**config.mk**
```make
export PLATFORM = sky130hd
export DESIGN_NAME = columnar_transposition
export DESIGN_NICKNAME = d
export VERILOG_FILES = /design/src/rtl/ct_pkg.sv /design/src/rtl/ct_row_mem.sv /design/src/rtl/ct_order.sv /design/src/rtl/columnar_transposition.sv
export SDC_FILE = /design/constraint.sdc
export NUM_CORES = 1
export LEC_CHECK = 0
export ABC_CLOCK_PERIOD_IN_PS = 6590
export BUFFER_PORTS_ARGS = -buffer_cell sky130_fd_sc_hd__buf_4
export CAP_MARGIN = 0
export CORE_MARGIN = 8
export CORE_UTILIZATION = 60
export DETAILED_ROUTE_END_ITERATION = 8
export PLACE_DENSITY = 0.79
export SLEW_MARGIN = 10
export SYNTH_ARGS = -nofsm -noshare
export SYNTH_HDL_FRONTEND = slang
export SYNTH_SLANG_ARGS = --single-unit
```
**constraint.sdc**
```tcl
create_clock -name i_clk -period 6.59 [get_ports i_clk]
set_clock_uncertainty 0.15 [all_clocks]
set_input_delay 1.318 -clock i_clk [delete_from_list [all_inputs] [get_ports i_clk]]
set_output_delay 1.318 -clock i_clk [all_outputs]
set_load 0.01 [all_outputs]
```
**src/rtl/ct_pkg.sv**
```systemverilog
package ct_pkg;

    // Default number of columns the block supports.
    localparam int MAX_KEY_DEF = 16;

    // Configuration register widths.
    localparam int CFG_DATA_W = 64;
    localparam int CFG_ADDR_W = 5;
    localparam int KEY_LEN_W  = 5;

    // Payload widths.
    localparam int SYM_W = 8;

    // Register indexes on the configuration port (byte address = 8 * index).
    typedef enum logic [1:0] {
        CFG_KEY_LOW  = 2'd0,
        CFG_KEY_HIGH = 2'd1,
        CFG_KEY_LEN  = 2'd2,
        CFG_DIR      = 2'd3
    } t_cfg_idx;

endpackage

```
**src/rtl/ct_row_mem.sv**
```systemverilog
module ct_row_mem import ct_pkg::*; #(
    parameter int DEPTH = MAX_KEY_DEF,
    localparam int AW   = (DEPTH > 1) ? $clog2(DEPTH) : 1
) (
    input  logic             i_clk,
    input  logic             i_we,
    input  logic [AW-1:0]    i_waddr,
    input  logic [SYM_W-1:0] i_wdata,
    input  logic [AW-1:0]    i_raddr,
    output logic [SYM_W-1:0] o_rdata
);

    logic [SYM_W-1:0] r_mem [DEPTH];
    logic [SYM_W-1:0] r_rdata;

    // One write port, one registered read port.
    always_ff @(posedge i_clk) begin
        if (i_we) begin
            r_mem[i_waddr] <= i_wdata;
        end
        r_rdata <= r_mem[i_raddr];
    end

    assign o_rdata = r_rdata;

endmodule

```
**src/rtl/ct_order.sv**
```systemverilog
module ct_order import ct_pkg::*; #(
    parameter int MAX_KEY = MAX_KEY_DEF,
    localparam int AW     = $clog2(MAX_KEY),
    localparam int NW     = $clog2(MAX_KEY + 1)
) (
    input  logic                  i_clk,
    input  logic                  i_rst_n,
    input  logic [CFG_DATA_W-1:0] i_key_low,
    input  logic [CFG_DATA_W-1:0] i_key_high,
    input  logic [NW-1:0]         i_width,
    input  logic                  i_dir,
    input  logic                  i_start,
    input  logic [AW-1:0]         i_rd_addr,
    output logic [AW-1:0]         o_rd_data,
    output logic                  o_ready
);

    typedef enum logic [2:0] {
        S_LOAD,
        S_FETCH,
        S_COMP,
        S_SWEEP,
        S_DONE
    } t_state;

    t_state r_state;

    // Working key bytes and column order, and the final gather table.
    logic [SYM_W-1:0] r_kb  [MAX_KEY];
    logic [AW-1:0]    r_ord [MAX_KEY];
    logic [AW-1:0]    r_gat [MAX_KEY];

    logic [AW-1:0]    r_i;
    logic [AW-1:0]    r_j;
    logic [SYM_W-1:0] r_ck;
    logic [AW-1:0]    r_co;

    logic [2*CFG_DATA_W-1:0] key_all;
    logic [AW-1:0]           last_idx;
    logic [AW-1:0]           rd_idx;
    logic [SYM_W-1:0]        kb_rd;
    logic [AW-1:0]           ord_rd;
    logic                    swap;
    logic [SYM_W-1:0]        n_ck;
    logic [AW-1:0]           n_co;

    assign key_all  = {i_key_high, i_key_low};
    assign last_idx = AW'(i_width - NW'(1));

    // Single read port into the working arrays: the inner index while
    // comparing, otherwise the outer index (which also walks the sweep).
    assign rd_idx = (r_state == S_COMP) ? r_j : r_i;
    assign kb_rd  = r_kb[rd_idx];
    assign ord_rd = r_ord[rd_idx];

    // Signed byte compare; the held entry moves on when it is larger.
    assign swap = $signed(r_ck) > $signed(kb_rd);
    assign n_ck = swap ? kb_rd  : r_ck;
    assign n_co = swap ? ord_rd : r_co;

    assign o_rd_data = r_gat[i_rd_addr];
    assign o_ready   = (r_state == S_DONE);

    // Exchange sort with one compare-swap a cycle while in the compare state, then the gather sweep.
    always_ff @(posedge i_clk) begin
        if (!i_rst_n) begin
            r_state <= S_LOAD;
            r_i     <= '0;
        end else if (i_start) begin
            r_state <= S_LOAD;
            r_i     <= '0;
        end else begin
            unique case (r_state)
                S_LOAD: begin
                    for (int k = 0; k < MAX_KEY; k++) begin
                        r_kb[k]  <= (k < 16) ? key_all[8*(k%16) +: 8] : '0;
                        r_ord[k] <= AW'(k);
                    end
                    r_i     <= '0;
                    r_state <= (last_idx == '0) ? S_SWEEP : S_FETCH;
                end
                S_FETCH: begin
                    r_ck    <= kb_rd;
                    r_co    <= ord_rd;
                    r_j     <= r_i + AW'(1);
                    r_state <= S_COMP;
                end
                S_COMP: begin
                    if (swap) begin
                        r_kb[r_j]  <= r_ck;
                        r_ord[r_j] <= r_co;
                    end
                    if (r_j == last_idx) begin
                        r_kb[r_i]  <= n_ck;
                        r_ord[r_i] <= n_co;
                        if ((r_i + AW'(1)) < last_idx) begin
                            r_i     <= r_i + AW'(1);
                            r_state <= S_FETCH;
                        end else begin
                            r_i     <= '0;
                            r_state <= S_SWEEP;
                        end
                    end else begin
                        r_ck <= n_ck;
                        r_co <= n_co;
                        r_j  <= r_j + AW'(1);
                    end
                end
                S_SWEEP: begin
                    // Decrypt needs the inverse order, encrypt the order itself.
                    if (i_dir) begin
                        r_gat[ord_rd] <= r_i;
                    end else begin
                        r_gat[r_i] <= ord_rd;
                    end
                    if (r_i == last_idx) begin
                        r_state <= S_DONE;
                    end else begin
                        r_i <= r_i + AW'(1);
                    end
                end
                S_DONE: begin
                    r_state <= S_DONE;
                end
                default: begin
                    r_state <= S_LOAD;
                end
            endcase
        end
    end

endmodule

```
**src/rtl/columnar_transposition.sv**
```systemverilog
// Channel  | Direction | Transfer carries
// ---------+-----------+------------------------------------------------------
// s_axis   | in        | tdata[7:0] symbol, tlast message_end
// m_axis   | out       | tdata[7:0] out_symbol, tlast row_end, tuser message_done
// apb      | in/out    | 64-bit registers at 8*index: key_low, key_high,
//          |           | key_length, direction
//
// A row of n columns takes up to n input symbols (fewer on message_end); each
// emitted symbol needs the gather-table lookup and the registered row memory
// read, issued once the previous read is in the output register. After reset
// and every write a single compare-swap unit rebuilds the order, input held off.
// Reset is synchronous and active low; a register write discards a partial row.
// Output stalls hold the result register; input waits while a row is emitted.
module columnar_transposition import ct_pkg::*; #(
    parameter int MAX_KEY = MAX_KEY_DEF
) (
    input  logic                  i_clk,
    input  logic                  i_rst_n,
    // Input stream
    input  logic                  s_axis_tvalid,
    output logic                  s_axis_tready,
    input  logic [7:0]            s_axis_tdata,   // [7:0] symbol
    input  logic                  s_axis_tlast,   // message_end
    // Output stream
    output logic                  m_axis_tvalid,
    input  logic                  m_axis_tready,
    output logic [7:0]            m_axis_tdata,   // [7:0] out_symbol
    output logic                  m_axis_tlast,   // row_end
    output logic                  m_axis_tuser,   // [0] message_done
    // Configuration port
    input  logic                  psel,
    input  logic                  penable,
    input  logic                  pwrite,
    input  logic [CFG_ADDR_W-1:0] paddr,
    input  logic [CFG_DATA_W-1:0] pwdata,
    output logic [CFG_DATA_W-1:0] prdata,
    output logic                  pready
);

    localparam int AW = $clog2(MAX_KEY);
    localparam int NW = $clog2(MAX_KEY + 1);

    typedef enum logic {
        S_FILL,
        S_EMIT
    } t_state;

    // Configuration registers.
    logic [CFG_DATA_W-1:0] r_key_low;
    logic [CFG_DATA_W-1:0] r_key_high;
    logic [KEY_LEN_W-1:0]  r_key_len;
    logic                  r_dir;

    // Row control.
    t_state        r_state;
    logic [AW-1:0] r_cnt;
    logic [NW-1:0] r_fill;
    logic          r_last;
    logic [AW-1:0] r_p;

    // Read in flight and the output register.
    logic             r_pend;
    logic             r_pend_zero;
    logic             r_pend_rend;
    logic             r_pend_done;
    logic             r_out_valid;
    logic [SYM_W-1:0] r_out_data;
    logic             r_out_last;
    logic             r_out_user;

    logic             cfg_wr;
    t_cfg_idx         cfg_idx;
    logic [NW-1:0]    width;
    logic [AW-1:0]    last_idx;
    logic             order_ready;
    logic [AW-1:0]    gat_col;
    logic [SYM_W-1:0] mem_q;
    logic             in_xfer;
    logic [NW-1:0]    cnt_inc;
    logic             row_close;
    logic             issue;
    logic             p_last;

    assign pready  = 1'b1;
    assign cfg_wr  = psel && penable && pwrite;
    assign cfg_idx = t_cfg_idx'(paddr[4:3]);

    // Register read-back.
    always_comb begin
        unique case (cfg_idx)
            CFG_KEY_LOW:  prdata = r_key_low;
            CFG_KEY_HIGH: prdata = r_key_high;
            CFG_KEY_LEN:  prdata = CFG_DATA_W'(r_key_len);
            CFG_DIR:      prdata = CFG_DATA_W'(r_dir);
            default:      prdata = '0;
        endcase
    end

    // Row width: zero acts as one, anything beyond the store acts as full width.
    always_comb begin
        if (r_key_len == '0) begin
            width = NW'(1);
        end else if (32'(r_key_len) > MAX_KEY) begin
            width = NW'(MAX_KEY);
        end else begin
            width = NW'(r_key_len);
        end
    end

    assign last_idx = AW'(width - NW'(1));

    // Configuration writes.
    always_ff @(posedge i_clk) begin
        if (!i_rst_n) begin
            r_key_low  <= '0;
            r_key_high <= '0;
            r_key_len  <= KEY_LEN_W'(1);
            r_dir      <= 1'b0;
        end else if (cfg_wr) begin
            unique case (cfg_idx)
                CFG_KEY_LOW:  r_key_low  <= pwdata;
                CFG_KEY_HIGH: r_key_high <= pwdata;
                CFG_KEY_LEN:  r_key_len  <= pwdata[KEY_LEN_W-1:0];
                CFG_DIR:      r_dir      <= pwdata[0];
                default:      r_dir      <= r_dir;
            endcase
        end
    end

    ct_order #(
        .MAX_KEY (MAX_KEY)
    ) u_order (
        .i_clk      (i_clk),
        .i_rst_n    (i_rst_n),
        .i_key_low  (r_key_low),
        .i_key_high (r_key_high),
        .i_width    (width),
        .i_dir      (r_dir),
        .i_start    (cfg_wr),
        .i_rd_addr  (r_p),
        .o_rd_data  (gat_col),
        .o_ready    (order_ready)
    );

    ct_row_mem #(
        .DEPTH (MAX_KEY)
    ) u_row_mem (
        .i_clk   (i_clk),
        .i_we    (in_xfer),
        .i_waddr (r_cnt),
        .i_wdata (s_axis_tdata),
        .i_raddr (gat_col),
        .o_rdata (mem_q)
    );

    assign s_axis_tready = (r_state == S_FILL) && order_ready;
    assign in_xfer       = s_axis_tvalid && s_axis_tready;
    assign cnt_inc       = NW'(r_cnt) + NW'(1);
    assign row_close     = in_xfer && ((cnt_inc == width) || s_axis_tlast);

    // A read is issued only when the output register is free by the next edge.
    assign issue  = (r_state == S_EMIT) && !r_pend && (!r_out_valid || m_axis_tready);
    assign p_last = (r_p == last_idx);

    // Row fill and emit sequencing.
    always_ff @(posedge i_clk) begin
        if (!i_rst_n) begin
            r_state <= S_FILL;
            r_cnt   <= '0;
            r_p     <= '0;
            r_pend  <= 1'b0;
        end else if (cfg_wr) begin
            r_state <= S_FILL;
            r_cnt   <= '0;
            r_p     <= '0;
            r_pend  <= 1'b0;
        end else begin
            unique case (r_state)
                S_FILL: begin
                    r_pend <= 1'b0;
                    if (row_close) begin
                        r_fill  <= cnt_inc;
                        r_last  <= s_axis_tlast;
                        r_cnt   <= '0;
                        r_p     <= '0;
                        r_state <= S_EMIT;
                    end else if (in_xfer) begin
                        r_cnt <= AW'(cnt_inc);
                    end
                end
                S_EMIT: begin
                    r_pend <= issue;
                    if (issue) begin
                        // Columns past the received symbols read as zero.
                        r_pend_zero <= (NW'(gat_col) >= r_fill);
                        r_pend_rend <= p_last;
                        r_pend_done <= p_last && r_last;
                        if (p_last) begin
                            r_state <= S_FILL;
                        end else begin
                            r_p <= r_p + AW'(1);
                        end
                    end
                end
                default: begin
                    r_state <= S_FILL;
                end
            endcase
        end
    end

    // Output register.
    always_ff @(posedge i_clk) begin
        if (!i_rst_n) begin
            r_out_valid <= 1'b0;
        end else if (r_pend) begin
            r_out_valid <= 1'b1;
            r_out_data  <= r_pend_zero ? '0 : mem_q;
            r_out_last  <= r_pend_rend;
            r_out_user  <= r_pend_done;
        end else if (m_axis_tready) begin
            r_out_valid <= 1'b0;
        end
    end

    assign m_axis_tvalid = r_out_valid;
    assign m_axis_tdata  = r_out_data;
    assign m_axis_tlast  = r_out_last;
    assign m_axis_tuser  = r_out_user;

endmodule

```
# Yosys cells after proc, flatten, opt, wreduce, memory -nomap -nowiden
# Memories as Yosys holds them, arrays and structs flattened. A register that Yosys moved wholly into a read port is not among the register bits.
# Cells that the tools add are included.
[word_totals]
memories = 4
mem_bits_rw = 384
elab_cells = 171
output_inout_bits = 77
input_bits = 85
ff_bits = 187
[classes]
n_lt_le_gt_ge = 4
n_reduce_logical = 38
n_bitwise = 3
eq_ne = 18
n_mux = 77
add_sub_neg = 5
[memory_table]
columns = ["name", "depth", "width", "read_ports", "rd_clocked_by_memory_dff", "write_ports", "line_no", "source"]
rows = [
  ["u_order.r_kb", 16, 8, 1, 0, 16, "ct_order.sv:29", "logic [SYM_W-1:0] r_kb [MAX_KEY];"],
  ["u_row_mem.r_mem", 16, 8, 1, 1, 1, "ct_row_mem.sv:13", "logic [SYM_W-1:0] r_mem [DEPTH];"],
  ["u_order.r_gat", 16, 4, 1, 1, 1, "ct_order.sv:31", "logic [AW-1:0] r_gat [MAX_KEY];"],
  ["u_order.r_ord", 16, 4, 1, 0, 16, "ct_order.sv:30", "logic [AW-1:0] r_ord [MAX_KEY];"],
]
[op_table]
columns = ["operator", "count"]
rows = [
  ["$pmux W64 S4", 1],
  ["$mux W4", 22],
  ["$mux W1", 36],
  ["$mux W8", 4],
  ["$pmux W4 S2", 3],
  ["$pmux W8 S2", 1],
  ["$reduce_or A8 Y1", 2],
  ["$pmux W3 S5", 1],
  ["$reduce_and A2 Y1", 7],
  ["$add A4 B1 Y4 const B", 3],
  ["$eq A4 B4 Y1", 3],
  ["$pmux W4 S3", 1],
  ["$reduce_and A4 Y1", 3],
  ["$reduce_or A4 Y1", 3],
  ["$mux W5", 2],
  ["$ne A2 B2 Y1 const B", 5],
  ["$gt A8 B8 Y1", 1],
  ["$logic_and A1 B1 Y1", 8],
  ["$eq A3 B2 Y1 const B", 2],
  ["$mux W3", 2],
  ["$reduce_and A3 Y1", 2],
  ["$reduce_bool A2 Y1", 3],
  ["$add A4 B1 Y5 const B", 1],
  ["$eq A5 B5 Y1", 1],
  ["other kinds (20)", 28],
]

# Logic depth before layout (Yosys ltp)
[logic_depth]
word_depth = 12
mapped_depth = 21
mapped_depth_nobuf = 15

# By module
# From an unflattened synthesis, not the netlist that was laid out.
[unflattened]
cells_unflattened = 2563
area_unflattened_um2 = 28932.7
[modules_own_cells]
columns = ["mod", "area_per_inst_um2", "instances", "cells_each", "seq_area_each_um2"]
rows = [
  ["ct_order", 16340.7, 1, 1467, 8308.0],
  ["columnar_transposition", 7444.6, 1, 867, 3473.3],
  ["ct_row_mem", 5147.4, 1, 229, 4003.8],
]

# Least setup slack after synthesis
# OpenSTA, ideal clock, no wires.
[synth_path]
path_type = "register to register"
startpoint = "reg u_order.r_state[0]"
endpoint = "mem u_order.r_kb[12][0], enable pin"
setup_ns = 0.385
period_less_slack_ns = 5.019
setup_slack_ns = 1.571
path_buffers = 4
arrival_time_ns = 4.483
stages_incl_launch_ff = 17
required_time_ns = 6.055
path_cell_list = "dfxtp_1 -> or3b_1 -> buf_2 -> a21o_1 -> buf_6 -> mux4_2 -> a222oi_1 -> nand2_1 -> nand2_1 -> inv_1 -> ha_1 -> and4_1 -> a211oi_1 -> o21ai_0 -> buf_1 -> clkbuf_1 -> o211ai_1"
[synth_lines]
columns = ["item", "line_no", "source"]
rows = [
  ["from (decl)", "ct_order.sv:26", "t_state r_state;"],
  ["from (signal assigned)", "ct_order.sv:80", "r_state <= (last_idx == '0) ? S_SWEEP : S_FETCH;"],
  ["to (decl)", "ct_order.sv:29", ""],
]

==> out/results.txt <==
GRT Total Usage: 31.8%
Tot Pwr: 0.00923 W
cell count after synthesis: 2719
TritonCTS clock tree: built
Clock Path Buffers: 3
Worst Tran Pin Value: 1250 ps
RSZ-0062 raised after global routing: no
residual DRC count: 0
core area: 48700 µm²
Critical Path Max Stage Delay: 700 ps
status: finished, final reports clean
max_cap viols: 0
Antenna Nets Post-Route: 0
fin nets: 2922
post-synth top area share: 42.6%
vias: 23600
final setup fails: 0
Pint: 0.00639 W
Fin. Hold Viols: 0
Synth Register Bits: 583
Port-buffer cells: 157
CP Launch Type: flip-flop
clk_lat worst skew: 630 ps
max_slew headroom: 16.7%
Buf/Inv on CP: 1
initial antenna violation count: 0
drt total wl: 93100 µm
die height: 238 µm
maximum fanout along the worst path: 24
Psw: 0.00284 W
Boundary Pins: 162
Clock Tree Root: clkbuf_16
PD cells: 278 nW/µm²
largest net degree at the start of global routing: 79
most common cell after layout, fill and taps aside: edfxtp_1
clk slew on worst S/H paths: 60 ps
Switching Fraction: 30.8%
DR pass1 iterations: 7
ys flop type: edfxtp_1
number of flops mapped to enable cells by yosys: 419
worst path cell trace: or3b_2 > a21o_1 > inv_2 > mux2i_1 > a221oi_1 > a21oi_1 > o21bai_1 > ha_1 > and4_1 > a211o_1 > a21oi_2 > nand4_1 > mux2i_1 > a221oi_1
tightest hold margin: 272 ps
Mapped Area: 29600 µm²
synthesis-to-layout area growth: 12.3%
Inserted Clock Buffers: 57
worst r2r src: u_order.r_state[1]$_SDFFE_PN0P_
Req. time, crit path: 6760 ps
die width: 238 µm
dpl cell area: 31400 µm²
Leak Pwr: 12.1 nW
Worst path top cell family by delay: compound AO/OA/AOI/OAI gates
global-route wire length before repair: 138000 µm
sequential cell fraction of total power: 45.9%
H-tree depth: 2
Min-Delay Path Class: reg -> reg
Final Worst Setup Slack: 316 ps
crit path from: u_order.r_state[1]$_SDFFE_PN0P_
critical path's slowest cell: a21oi_2
per-cell routed wire length: 26.5 µm
die area: 56600 µm²
Place WS: 345 ps
n_diodes: 0
final worst path period share: 95.2%
Hold Startpoint: r_pend_rend$_DFFE_PP_
Post-CTS Repair Setup Buffers: 0
Starting Density: 60.7%
worst vdd ir: 0.197 mV
most frequent cells in the layout: 419 x edfxtp_1, 384 x nand2_1, 289 x mux2i_1
total gr overflow: 0
FP Rows: 81
initial drt markers: 2797
Worst EP arrival: 6450 ps
Synth area leaders: edfxtp_1 43%, dfxtp_1 11%, mux2i_1 9.8%
synth unique cells: 92
Hold-fix buffers, CTS: 0
YS warnings: 0
Post-synth ARST share: 0%
Max Clk Rate: 159 MHz
share of cells above drive strength 1: 15.5%
fin. max-slew vios: 0
dpl hpwl: 66900 µm
vias in the first global route: 22800
cell taking the most area after synthesis: edfxtp_1
vias per cell: 6.70
Syn Nets: 2835
routability cong.: 1.01
setup_tns: 0 ps
Syn Area/Cell: 10.9 µm²
Worst setup EP type: flip-flop
combinational power share: 19.8%
CTS sink cnt: 583
fin crit period: 6270 ps
register area share after synthesis: 53.7%
cell area after layout: 33200 µm²
critical path class: reg -> reg
Clk network pwr share: 34.3%
[power by group through the flow]
stage	Clock [W]	Sequential, W	Combinational, W
after global placement	0	0.00430	0.00171
after floorplan	0	0.00420	0.00112
after detailed placement	0	0.00430	0.00174
final	0.00317	0.00423	0.00183
after CTS	0.00319	0.00422	0.00175
after global routing	0.00332	0.00423	0.00188
[cell families after synthesis]
kind of cell,Yosys count,synth area share [%]
AND/OR/NAND/NOR,846,13.5
AO/OA/AOI/OAI,618,14.2
flip-flops,583,53.7
multiplexers,347,12.9
buffers and inverters,272,3.81
adder cells (fa/ha/maj),31,1.31
XOR/XNOR,21,0.669
other,1,0.0127
[final timing paths]
| check | to | cells after the start | slack (ps) |
|---|---|---|---|
| worst min-delay path | m_axis_tlast$_DFFE_PP_ | 0 | 270 |
| worst max register to register | u_order.r_kb[3][4]$_DFFE_PP_ | 14 | 320 |
| worst max-delay path | u_order.r_kb[3][4]$_DFFE_PP_ | 14 | 320 |
| worst min register to register | m_axis_tlast$_DFFE_PP_ | 0 | 270 |
[through the flow]
stage,instances,utilization (%)
CTS,3517,68.1
global placement,3410,64.4
detailed placement,3410,64.4
global route,3518,68.1
finish,3518,68.1
floorplan,2719,-
[worst reg2reg max path: cells and delay by family, from the launching register on]
family                     cells  cell delay [ps]
AOI/OAI and AO/OA              7             2400
and+or+nand+nor                3             1410
muxes                          2              650
buffers and inverters          1              520
DFF                            1              510
adders and majority gates      1              340
[metal layers]
layer / track usage, % / vias up / share of wire (%)
met2: 52.0 / 1455 / 47
met5: 0 / - / 0
met4: 18.0 / 0 / 6.2
li1: - / 10300 / -
met1: 40.4 / 11500 / 38
met3: 4.87 / 291 / 9.0
[state kept, by name, indices dropped and copies added (netlist names), 3 cells and up, named ones only]
signal and flops:
r_key_low 64, u_order.r_state 3, r_key_high 64, u_order.r_j 4
u_order.r_gat 64, u_row_mem.o_rdata 8, r_fill 5, u_order.r_i 4
m_axis_tdata 8, u_row_mem.r_mem 128, u_order.r_ck 8, r_p 4
u_order.r_co 4, r_key_len 5, r_cnt 4, u_order.r_kb 128
u_order.r_ord 64
[cell usage after synthesis (12+ instances only)]
cell type and count:
dfxtp_1 164, o21a_1 28, a211oi_1 85, xnor2_1 12, or3_1 12, nand2_1 384, a221oi_1 31, o31ai_1 16
mux2i_1 289, and3_1 18, a2bb2oi_1 12, o22ai_1 21, o21ai_0 45, a21o_1 12, mux4_2 23, a32oi_1 12
nand2b_1 19, nor2b_1 39, a22o_1 14, nand4_1 27, buf_1 22, a21oi_1 222, clkbuf_1 142, nor2_1 148
ha_1 31, nand3_1 50, mux2_2 34, buf_4 12, nor3_1 43, and2_1 18, inv_1 47, o211ai_1 23
nor3b_1 30, buf_2 41, edfxtp_1 419
[layout make-up]
type / instances / area (µm²)
fill: 3556 / 15500
tap: 664 / 831
clock inverter: 28 / 215
inverter: 53 / 201
timing repair buffer: 246 / 1850
multi-input combinational: 1865 / 12700
sequential: 583 / 15900
clock buffer: 79 / 1600
[what timing repair did]
item / in CTS / in global routing
endpoints found under the hold margin: 0 / 0
gates resized for setup: 0 / 0
endpoints found under the setup margin: 0 / 97
(Power assumes the default switching activity.)
